## config.mk

```make
export PLATFORM = sky130hd
export DESIGN_NAME = six_thruster_mode_mixer_core
export DESIGN_NICKNAME = d
export VERILOG_FILES = /design/src/rtl/core/stmm_pkg.sv /design/src/rtl/core/six_thruster_mode_mixer_core.sv
export SDC_FILE = /design/constraint.sdc
export NUM_CORES = 2
export LEC_CHECK = 0
export BUFFER_PORTS_ARGS = -buffer_cell sky130_fd_sc_hd__buf_2
export CAP_MARGIN = 20
export CORE_MARGIN = 1
export CORE_UTILIZATION = 30
export CTS_CLUSTER_SIZE = 12
export DETAILED_ROUTE_END_ITERATION = 8
export HOLD_SLACK_MARGIN = 0.1
export PLACE_DENSITY = 0.53
export SETUP_SLACK_MARGIN = 0.4
export SYNTH_ARGS = -nofsm -noshare
export SYNTH_HDL_FRONTEND = slang
export SYNTH_SLANG_ARGS = --single-unit
export TNS_END_PERCENT = 10
```

## constraint.sdc

```tcl
create_clock -name clk -period 17.8 [get_ports clk]
set_clock_uncertainty 0.2 [all_clocks]
set_input_delay 2.67 -clock clk [delete_from_list [all_inputs] [get_ports clk]]
set_output_delay 2.67 -clock clk [all_outputs]
set_load 0.01 [all_outputs]
```

## src/rtl/core/stmm_pkg.sv

```systemverilog
// Package for the six-thruster mode mixer: mode codes, register indexes,
// field widths and the per-item flags that select the correction terms.
// No dependencies.
`default_nettype none

package stmm_pkg;

  // Field widths fixed by the register map and the item formats.
  localparam int PULSE_W  = 12;
  localparam int GAIN_W   = 10;
  localparam int OFFSET_W = 11;
  localparam int AXIS_W   = 16;
  localparam int CORR_W   = 12;
  localparam int TARGET_W = 19;
  localparam int CFG_IDX_W = 3;

  // Horizontal duties reach three full-scale axes, vertical two, so 18 bits.
  localparam int DUTY_W = 18;
  localparam int PROD_W = DUTY_W + GAIN_W + 1;
  localparam int SCALED_W = 20;
  localparam int SUM_W = 22;

  // Set point: -axis * 15 degrees, held with 14 fraction bits.
  localparam int TARGET_FRAC = 14;
  localparam int SP_MUL_W = AXIS_W + 5;
  localparam int SP_W = SP_MUL_W + TARGET_FRAC;
  localparam logic signed [TARGET_W-1:0] TARGET_LIMIT = 19'sd245760;

  typedef enum logic [2:0] {
    MODE_NONE      = 3'd0,
    MODE_MANUAL    = 3'd1,
    MODE_STABILIZE = 3'd2,
    MODE_ALTITUDE  = 3'd3,
    MODE_POSITION  = 3'd4,
    MODE_DOCK      = 3'd5
  } mode_t;

  localparam logic [CFG_IDX_W-1:0] CFG_CENTER_PULSE      = 3'd0;
  localparam logic [CFG_IDX_W-1:0] CFG_MIN_PULSE         = 3'd1;
  localparam logic [CFG_IDX_W-1:0] CFG_MAX_PULSE         = 3'd2;
  localparam logic [CFG_IDX_W-1:0] CFG_FULL_GAIN         = 3'd3;
  localparam logic [CFG_IDX_W-1:0] CFG_HORIZONTAL_GAIN   = 3'd4;
  localparam logic [CFG_IDX_W-1:0] CFG_VERTICAL_GAIN     = 3'd5;
  localparam logic [CFG_IDX_W-1:0] CFG_ALT_VERTICAL_GAIN = 3'd6;
  localparam logic [CFG_IDX_W-1:0] CFG_DOCK_OFFSET       = 3'd7;

  // Which correction terms the mixing logic applies to an item, and whether it updates the held set points.
  typedef struct packed {
    logic add_yaw;
    logic add_depth;
    logic add_roll_pitch;
    logic add_dock;
    logic hold_update;
  } mix_ctrl_t;

endpackage

`default_nettype wire

```

## src/rtl/core/six_thruster_mode_mixer_core.sv

```systemverilog
// Six-thruster mode mixer: mode sequencing, duty scaling and pulse mixing.
// Depends on stmm_pkg for mode codes, register indexes, widths and flags.
//
//  channel | signals                                   | direction
//  --------+-------------------------------------------+----------
//  input   | in_valid, in_ready, buttons, axes, corr_* | into core
//  output  | out_valid, out_ready, pulses, mode, sets  | out of core
//  config  | cfg_valid, cfg_ready, cfg_index, cfg_data | into core
//
// Two register stages: the input register and the result register, with the
// mode update, duty multipliers, correction sums and clamps between them. An
// item accepted into the input register moves into the result register as
// soon as that register is empty or being read, and one item is accepted
// every cycle while results are taken. A stall on out_ready holds both
// registers and drops in_ready only once both are full. rst clears the modes,
// button history, set points and restores the register defaults.
`default_nettype none

module six_thruster_mode_mixer_core #(
  parameter int AXIS_FRAC_BITS = 14
) (
  input  wire logic                                   clk,
  input  wire logic                                   rst,
  input  wire logic                                   in_valid,
  output logic                                        in_ready,
  input  wire logic                                   mode_button,
  input  wire logic                                   stick_button,
  input  wire logic signed [stmm_pkg::AXIS_W-1:0]     axis_lateral,
  input  wire logic signed [stmm_pkg::AXIS_W-1:0]     axis_heave,
  input  wire logic signed [stmm_pkg::AXIS_W-1:0]     axis_turn,
  input  wire logic signed [stmm_pkg::AXIS_W-1:0]     axis_surge,
  input  wire logic signed [stmm_pkg::CORR_W-1:0]     corr_roll,
  input  wire logic signed [stmm_pkg::CORR_W-1:0]     corr_pitch,
  input  wire logic signed [stmm_pkg::CORR_W-1:0]     corr_yaw,
  input  wire logic signed [stmm_pkg::CORR_W-1:0]     corr_depth,
  output logic                                        out_valid,
  input  wire logic                                   out_ready,
  output logic [stmm_pkg::PULSE_W-1:0]                port_pulse,
  output logic [stmm_pkg::PULSE_W-1:0]                starboard_pulse,
  output logic [stmm_pkg::PULSE_W-1:0]                up_a_pulse,
  output logic [stmm_pkg::PULSE_W-1:0]                up_b_pulse,
  output logic [stmm_pkg::PULSE_W-1:0]                down_a_pulse,
  output logic [stmm_pkg::PULSE_W-1:0]                down_b_pulse,
  output logic [2:0]                                  mode_now,
  output logic                                        stick_mode_now,
  output logic signed [stmm_pkg::TARGET_W-1:0]        roll_target,
  output logic signed [stmm_pkg::TARGET_W-1:0]        pitch_target,
  input  wire logic                                   cfg_valid,
  output logic                                        cfg_ready,
  input  wire logic [stmm_pkg::CFG_IDX_W-1:0]         cfg_index,
  input  wire logic [stmm_pkg::PULSE_W-1:0]           cfg_data
);
  import stmm_pkg::*;

  localparam int DUTY_SHIFT = AXIS_FRAC_BITS + 1;
  localparam logic signed [PROD_W:0] DUTY_BIAS = (PROD_W+1)'((1 << DUTY_SHIFT) - 1);
  localparam logic signed [SP_W-1:0] SP_BIAS = SP_W'((1 << AXIS_FRAC_BITS) - 1);

  // Configuration registers.
  logic [PULSE_W-1:0]         center_pulse, min_pulse, max_pulse;
  logic [GAIN_W-1:0]          full_gain, horizontal_gain, vertical_gain;
  logic [GAIN_W-1:0]          alt_vertical_gain;
  logic signed [OFFSET_W-1:0] dock_offset;

  // Mode state, advanced as each item moves into the result register.
  mode_t mode_reg, mode_next;
  logic  stick_mode_reg, stick_next;
  logic  mode_button_prev, stick_button_prev;

  // Input register.
  logic                     s0_valid;
  logic                     s0_mb, s0_sb;
  logic signed [AXIS_W-1:0] s0_lat, s0_heave, s0_turn, s0_surge;
  logic signed [CORR_W-1:0] s0_cr, s0_cp, s0_cy, s0_cd;

  logic out_load, s0_load;

  assign out_load = !out_valid || out_ready;
  assign s0_load  = !s0_valid || out_load;
  assign in_ready = s0_load;
  assign cfg_ready = 1'b1;

  // ---------------------------------------------------------------- mode and duties
  logic                     mode_step;
  logic signed [DUTY_W-1:0] surge_x, turn_x, heave_x, lat_x;
  logic signed [DUTY_W-1:0] duty_stb, duty_prt, duty_v;
  logic [GAIN_W-1:0]        gain_h, gain_v;
  mix_ctrl_t                ctrl_next;

  always_comb begin
    mode_step = s0_mb && !mode_button_prev;
    mode_next = mode_reg;
    stick_next = stick_mode_reg;
    if (mode_step) begin
      unique case (mode_reg)
        MODE_NONE, MODE_DOCK: mode_next = MODE_MANUAL;
        MODE_MANUAL:          mode_next = MODE_STABILIZE;
        MODE_STABILIZE:       mode_next = MODE_ALTITUDE;
        MODE_ALTITUDE:        mode_next = MODE_POSITION;
        MODE_POSITION:        mode_next = MODE_DOCK;
        default:              mode_next = MODE_NONE;
      endcase
      stick_next = 1'b0;
    end
    // The toggle is judged on the mode after any step by the same item.
    if (s0_sb && !stick_button_prev &&
        (mode_next == MODE_POSITION || mode_next == MODE_DOCK)) begin
      stick_next = !stick_next;
    end
  end

  always_comb begin
    surge_x = DUTY_W'(s0_surge);
    turn_x  = DUTY_W'(s0_turn);
    heave_x = DUTY_W'(s0_heave);
    lat_x   = DUTY_W'(s0_lat);
    duty_stb = '0;
    duty_prt = '0;
    duty_v   = '0;
    gain_h   = '0;
    gain_v   = '0;
    ctrl_next = '0;
    unique case (mode_next)
      MODE_MANUAL: begin
        duty_stb = (surge_x <<< 1) + turn_x;
        duty_prt = (surge_x <<< 1) - turn_x;
        duty_v   = heave_x <<< 1;
        gain_h   = full_gain;
        gain_v   = full_gain;
      end
      MODE_STABILIZE: begin
        duty_stb = (surge_x <<< 1) + turn_x;
        duty_prt = (surge_x <<< 1) - turn_x;
        duty_v   = heave_x <<< 1;
        gain_h   = full_gain;
        gain_v   = vertical_gain;
        ctrl_next.add_roll_pitch = 1'b1;
      end
      MODE_ALTITUDE: begin
        duty_stb = (surge_x <<< 1) + turn_x;
        duty_prt = (surge_x <<< 1) - turn_x;
        duty_v   = heave_x <<< 1;
        gain_h   = horizontal_gain;
        gain_v   = vertical_gain;
        ctrl_next.add_roll_pitch = 1'b1;
        ctrl_next.add_depth = 1'b1;
      end
      MODE_POSITION: begin
        duty_v = heave_x <<< 1;
        gain_h = horizontal_gain;
        if (stick_next) begin
          // Alternate mapping: lateral stick drives the horizontals and the
          // turn and surge sticks become roll and pitch set points.
          duty_stb = lat_x;
          duty_prt = -lat_x;
          gain_v   = alt_vertical_gain;
          ctrl_next.hold_update = 1'b1;
        end else begin
          duty_stb = (surge_x <<< 1) + turn_x;
          duty_prt = (surge_x <<< 1) - turn_x;
          gain_v   = vertical_gain;
        end
        ctrl_next.add_roll_pitch = 1'b1;
        ctrl_next.add_depth = 1'b1;
        ctrl_next.add_yaw = 1'b1;
      end
      MODE_DOCK: begin
        ctrl_next.add_roll_pitch = 1'b1;
        ctrl_next.add_yaw = 1'b1;
        ctrl_next.add_dock = 1'b1;
      end
      default: begin
        ctrl_next = '0;
      end
    endcase
  end

  // ---------------------------------------------------------------- mixing
  function automatic logic signed [SCALED_W-1:0] scale_down(
    input logic signed [PROD_W-1:0] p
  );
    logic signed [PROD_W:0] biased;
    biased = (PROD_W+1)'(p) + ((p < 0) ? DUTY_BIAS : '0);
    return SCALED_W'(biased >>> DUTY_SHIFT);
  endfunction

  function automatic logic signed [TARGET_W-1:0] set_point(
    input logic signed [AXIS_W-1:0] axis
  );
    logic signed [SP_MUL_W-1:0] ax15;
    logic signed [SP_W-1:0]     t;
    logic signed [SP_W-1:0]     q;
    ax15 = (SP_MUL_W'(axis) <<< 4) - SP_MUL_W'(axis);
    t = -(SP_W'(ax15) <<< TARGET_FRAC);
    q = (t + ((t < 0) ? SP_BIAS : SP_W'(0))) >>> AXIS_FRAC_BITS;
    if (q > SP_W'(TARGET_LIMIT)) begin
      q = SP_W'(TARGET_LIMIT);
    end else if (q < -SP_W'(TARGET_LIMIT)) begin
      q = -SP_W'(TARGET_LIMIT);
    end
    return TARGET_W'(q);
  endfunction

  // With crossed limits the upper limit wins for values above it.
  function automatic logic [PULSE_W-1:0] clamp_pulse(
    input logic signed [SUM_W-1:0] v,
    input logic [PULSE_W-1:0]      lo,
    input logic [PULSE_W-1:0]      hi
  );
    logic signed [SUM_W-1:0] lo_x, hi_x;
    lo_x = SUM_W'($signed({1'b0, lo}));
    hi_x = SUM_W'($signed({1'b0, hi}));
    priority if (v > hi_x) return hi;
    else if (v < lo_x) return lo;
    else return PULSE_W'(v);
  endfunction

  logic signed [PROD_W-1:0] prod_stb, prod_prt, prod_v;
  logic signed [SUM_W-1:0]  c_x, yaw_x, depth_x, roll_x, pitch_x, dock_x;
  logic signed [SUM_W-1:0]  stb_sum, prt_sum, vb_sum;
  logic signed [SUM_W-1:0]  ra_sum, rb_sum, rc_sum, rd_sum;

  always_comb begin
    prod_stb = PROD_W'(duty_stb * $signed({1'b0, gain_h}));
    prod_prt = PROD_W'(duty_prt * $signed({1'b0, gain_h}));
    prod_v   = PROD_W'(duty_v * $signed({1'b0, gain_v}));
    c_x     = SUM_W'($signed({1'b0, center_pulse}));
    yaw_x   = ctrl_next.add_yaw ? SUM_W'(s0_cy) : '0;
    depth_x = ctrl_next.add_depth ? SUM_W'(s0_cd) : '0;
    roll_x  = ctrl_next.add_roll_pitch ? SUM_W'(s0_cr) : '0;
    pitch_x = ctrl_next.add_roll_pitch ? SUM_W'(s0_cp) : '0;
    dock_x  = ctrl_next.add_dock ? SUM_W'(dock_offset) : '0;
    stb_sum = c_x + SUM_W'(scale_down(prod_stb)) + yaw_x;
    prt_sum = c_x + SUM_W'(scale_down(prod_prt)) - yaw_x;
    vb_sum  = c_x + SUM_W'(scale_down(prod_v)) + depth_x + dock_x;
    ra_sum  = vb_sum - roll_x + pitch_x;
    rb_sum  = vb_sum + roll_x - pitch_x;
    rc_sum  = vb_sum + roll_x + pitch_x;
    rd_sum  = vb_sum - roll_x - pitch_x;
  end

  // ---------------------------------------------------------------- registers
  always_ff @(posedge clk) begin
    if (rst) begin
      center_pulse      <= 12'd1500;
      min_pulse         <= 12'd1000;
      max_pulse         <= 12'd2000;
      full_gain         <= 10'd500;
      horizontal_gain   <= 10'd400;
      vertical_gain     <= 10'd300;
      alt_vertical_gain <= 10'd200;
      dock_offset       <= 11'sd100;
    end else if (cfg_valid && cfg_ready) begin
      unique case (cfg_index)
        CFG_CENTER_PULSE:      center_pulse <= cfg_data;
        CFG_MIN_PULSE:         min_pulse <= cfg_data;
        CFG_MAX_PULSE:         max_pulse <= cfg_data;
        CFG_FULL_GAIN:         full_gain <= cfg_data[GAIN_W-1:0];
        CFG_HORIZONTAL_GAIN:   horizontal_gain <= cfg_data[GAIN_W-1:0];
        CFG_VERTICAL_GAIN:     vertical_gain <= cfg_data[GAIN_W-1:0];
        CFG_ALT_VERTICAL_GAIN: alt_vertical_gain <= cfg_data[GAIN_W-1:0];
        CFG_DOCK_OFFSET:       dock_offset <= $signed(cfg_data[OFFSET_W-1:0]);
      endcase
    end
  end

  always_ff @(posedge clk) begin
    if (rst) begin
      s0_valid <= 1'b0;
    end else if (s0_load) begin
      s0_valid <= in_valid;
    end
    if (s0_load && in_valid) begin
      s0_mb    <= mode_button;
      s0_sb    <= stick_button;
      s0_lat   <= axis_lateral;
      s0_heave <= axis_heave;
      s0_turn  <= axis_turn;
      s0_surge <= axis_surge;
      s0_cr    <= corr_roll;
      s0_cp    <= corr_pitch;
      s0_cy    <= corr_yaw;
      s0_cd    <= corr_depth;
    end
  end

  always_ff @(posedge clk) begin
    if (rst) begin
      out_valid         <= 1'b0;
      mode_reg          <= MODE_NONE;
      stick_mode_reg    <= 1'b0;
      mode_button_prev  <= 1'b0;
      stick_button_prev <= 1'b0;
      roll_target       <= '0;
      pitch_target      <= '0;
    end else if (out_load) begin
      out_valid <= s0_valid;
      if (s0_valid) begin
        mode_reg          <= mode_next;
        stick_mode_reg    <= stick_next;
        mode_button_prev  <= s0_mb;
        stick_button_prev <= s0_sb;
        if (ctrl_next.hold_update) begin
          roll_target  <= set_point(s0_turn);
          pitch_target <= set_point(s0_surge);
        end
      end
    end
    if (out_load && s0_valid) begin
      port_pulse      <= clamp_pulse(prt_sum, min_pulse, max_pulse);
      starboard_pulse <= clamp_pulse(stb_sum, min_pulse, max_pulse);
      up_a_pulse      <= clamp_pulse(ra_sum, min_pulse, max_pulse);
      up_b_pulse      <= clamp_pulse(rb_sum, min_pulse, max_pulse);
      down_a_pulse    <= clamp_pulse(rc_sum, min_pulse, max_pulse);
      down_b_pulse    <= clamp_pulse(rd_sum, min_pulse, max_pulse);
      mode_now        <= mode_next;
      stick_mode_now  <= stick_next;
    end
  end

`ifndef SYNTHESIS
  // The input side may only be held off when both stages are full and stalled.
  a_ready_only_when_full: assert property (@(posedge clk) disable iff (rst)
    !in_ready |-> (s0_valid && out_valid && !out_ready))
    else $error("in_ready low while the pipeline has room");

  // The alternate stick mapping only exists in position or dock mode.
  a_stick_mode_legal: assert property (@(posedge clk) disable iff (rst)
    (out_valid && stick_mode_now) |->
      (mode_now == MODE_POSITION || mode_now == MODE_DOCK))
    else $error("alternate stick mode outside position or dock");

  // Every pulse leaves the clamp at or below max, or pinned to min; checked on the port pulse.
  a_port_clamped: assert property (@(posedge clk) disable iff (rst)
    out_valid |-> (port_pulse <= max_pulse || port_pulse == min_pulse))
    else $error("port pulse escaped the clamp");

  // Held set points stay inside the saturation window; checked on the roll set point.
  a_roll_saturated: assert property (@(posedge clk) disable iff (rst)
    out_valid |-> (roll_target <= TARGET_LIMIT && roll_target >= -TARGET_LIMIT))
    else $error("roll set point beyond its limit");
`endif

endmodule

`default_nettype wire

```

==> run summary <==
CP top delay family: compound AO/OA/AOI/OAI gates
worst r2r src: s0_mb
Clock H-tree levels: 2
maximum root-to-sink buffer count: 3
starting density of the core: 30.31%
Worst Tran Pin Value: 1.232 ns
reg2reg path depth: 55
class of the worst hold path: flip-flop to flip-flop
core area: 0.1746 mm2
Levels on crit path: 55
Mapped Cells: 6148
die footprint: 0.1781 mm2
first-pass GRT wire length: 270.2 mm
vias in the first global route: 44890
Worst setup startpoint: s0_mb
drt total wl: 177.5 mm
Post-Syn Area per Cell: 8.606 um2
RSZ-0062 raised after global routing: yes
Critical Path RT: 17.98 ns
fin crit share: 93.32%
Layout area overhead: 11.34%
post-synthesis sequential area ratio: 15.82%
status: complete, no violations
clk sinks: 323
number of buffers created by CTS: 42
unique cell type count in the Yosys netlist: 102
Worst EP arrival: 16.79 ns
crit-path max FO: 40
biggest regs: pitch_target (19), roll_target (19)
pre-CTS setup slack: -0.2328 ns
Setup Crit Path Kind: flip-flop to flip-flop
final hold slack: 0.2505 ns
initial antenna violation count: 18
Final Worst Setup Slack: 1.189 ns
Remaining Overflow, GRT: 0
hold_buf cts: 0
sum of negative setup slack: 0 ns
crit end category: flip-flop
Port-buffer cells: 249
chip height: 422.0 um
crit path capture: starboard_pulse[0]
CTS tree: built
Startpoint Class: flip-flop
Synth Warn #: 0
antenna violation net count after detailed routing: 0
FF-to-FF setup slack: 1.19 ns
Worst-Skew Late Latency: 0.67 ns
Most common cell on crit path: fa_1
FF-to-FF End: starboard_pulse[0]
routability cong.: 0.9242
ys flop type: edfxtp_1
DRT iter0 DRCs: 2983
Slowest-stage cell, CP: o21ai_0
synthesis-stage register bit count: 323
GRT Total Usage: 19.41%
Detailed Place HPWL: 145.0 mm
largest net degree at the start of global routing: 94
post-DR wirelength/cell: 20.47 um
max frequency: 60.20 MHz
CP peak stage delay: 0.85 ns
Max-slew headroom: 17.88%
Worst-path clk slew: 0.06 ns
share of cells above drive strength 1: 9.809%
I/O pin count: 251
via count: 44980
synthesized area: 0.05291 mm2
Root Buffer: clkbuf_16
Syn Nets: 7428
Max-Cap Viols: 0
final hold vios: 0
Residual DRC: 0
Final #Nets: 7588
CP Buf/Inv Count: 5
crit path time final: 16.61 ns
Row Count: 153
final max-slew violation count: 0
Post-synth EDFFs: 190
ys async rst share: 0%
drt pass-1 iters: 7
final setup vio count: 0
width of the die: 422.0 um
vias per cell: 5.188
==> worst min-delay path, delay by kind of cell (launching register included) <==
family           cells  cell delay, ns
AO/OA/AOI/OAI        1            0.05
flip-flops           1            0.32
AND/OR/NAND/NOR      1            0.06
==> logic make-up after synthesis <==
family	after synthesis	synth area share, %
buffers and inverters	1047	7.506
other	1	0.007088
DFF	323	15.82
adders and majority gates	1146	34.62
xor gates and xnor gates	315	5.295
and+or+nand+nor	1819	16.50
muxes	101	1.977
AOI/OAI and AO/OA	1396	18.28
==> layout by cell type (no fill, tap or decap), drive strengths merged, types with 133 or more instances in the layout <==
| cell | n |
|---|---|
| inv | 812 |
| ha | 616 |
| nor2 | 556 |
| fa | 530 |
| nand2 | 488 |
| buf | 353 |
| a21oi | 346 |
| xnor2 | 228 |
| edfxtp | 190 |
| o21ai | 190 |
| dfxtp | 133 |
==> Yosys cell counts (43+ instances only) <==
master | number | share of area (%)
a211oi_1 | 75 | 1.1
a21o_1 | 122 | 1.7
a21oi_1 | 346 | 3.3
and2_1 | 68 | 0.80
clkbuf_1 | 200 | 1.4
dfxtp_1 | 133 | 5.0
edfxtp_1 | 190 | 11
fa_1 | 530 | 20
ha_1 | 616 | 15
inv_1 | 807 | 5.7
mux2i_1 | 82 | 1.6
nand2_1 | 487 | 3.5
nand2b_1 | 124 | 1.5
nand3_1 | 103 | 0.97
nand4_1 | 50 | 0.59
nor2_1 | 556 | 3.9
nor2b_1 | 71 | 0.84
nor3_1 | 115 | 1.1
o21a_1 | 59 | 0.84
o21ai_0 | 181 | 1.7
o21bai_1 | 52 | 0.74
o22ai_1 | 43 | 0.51
xnor2_1 | 228 | 3.8
xor2_1 | 84 | 1.4
==> how the worst min path moves through the flow <==
stage                    startpoint               to  slack, ns  cells past startpoint
floorplan            dock_offset[0]   dock_offset[0]       0.23                      2
global placement     roll_target[6]   roll_target[6]       0.23                      2
detailed placement   roll_target[1]   roll_target[1]       0.24                      2
CTS                  dock_offset[3]   dock_offset[3]       0.25                      2
global route         dock_offset[3]   dock_offset[3]       0.27                      2
finish              roll_target[10]  roll_target[10]       0.25                      2
==> routing by layer <==
metal | GRT usage, % | wire length (um) | vias to the layer above
met2 | 31.80 | 81190 | 1214
met3 | 1.996 | 7675 | 233
met1 | 26.36 | 82290 | 21970
met4 | 6.964 | 6364 | 2
li1 | - | - | 21560
met5 | 0 | 17 | -
==> cell type report <==
cell class	count	area, um2
well taps	2325	2909
fillers	18350	115700
repair buffers	353	2056
clock inverters	27	339.1
diodes	5	12.51
multi-input cells	4780	41030
flip-flops and latches	323	8371
clock buffers	50	1165
inverters	808	3033
==> through the flow <==
stage                     instance area, um2  cells  util (%)
after CTS                              58440   8645     33.47
final                                  58910   8671     33.74
after floorplan                        52910   6148         -
after detailed placement               56880   8568     32.58
after global routing                   58910   8671     33.74
after global placement                 56830   8562     32.55
==> what timing repair did <==
action	in CTS	in global routing
endpoints found under the setup margin	32	72
setup buffers	0	18
gates cloned	0	3
resized for setup	15	76
pin swaps	0	10
Power is not shown: default switching activity piles up to over one toggle a cycle in this logic, so the estimate is an artifact.
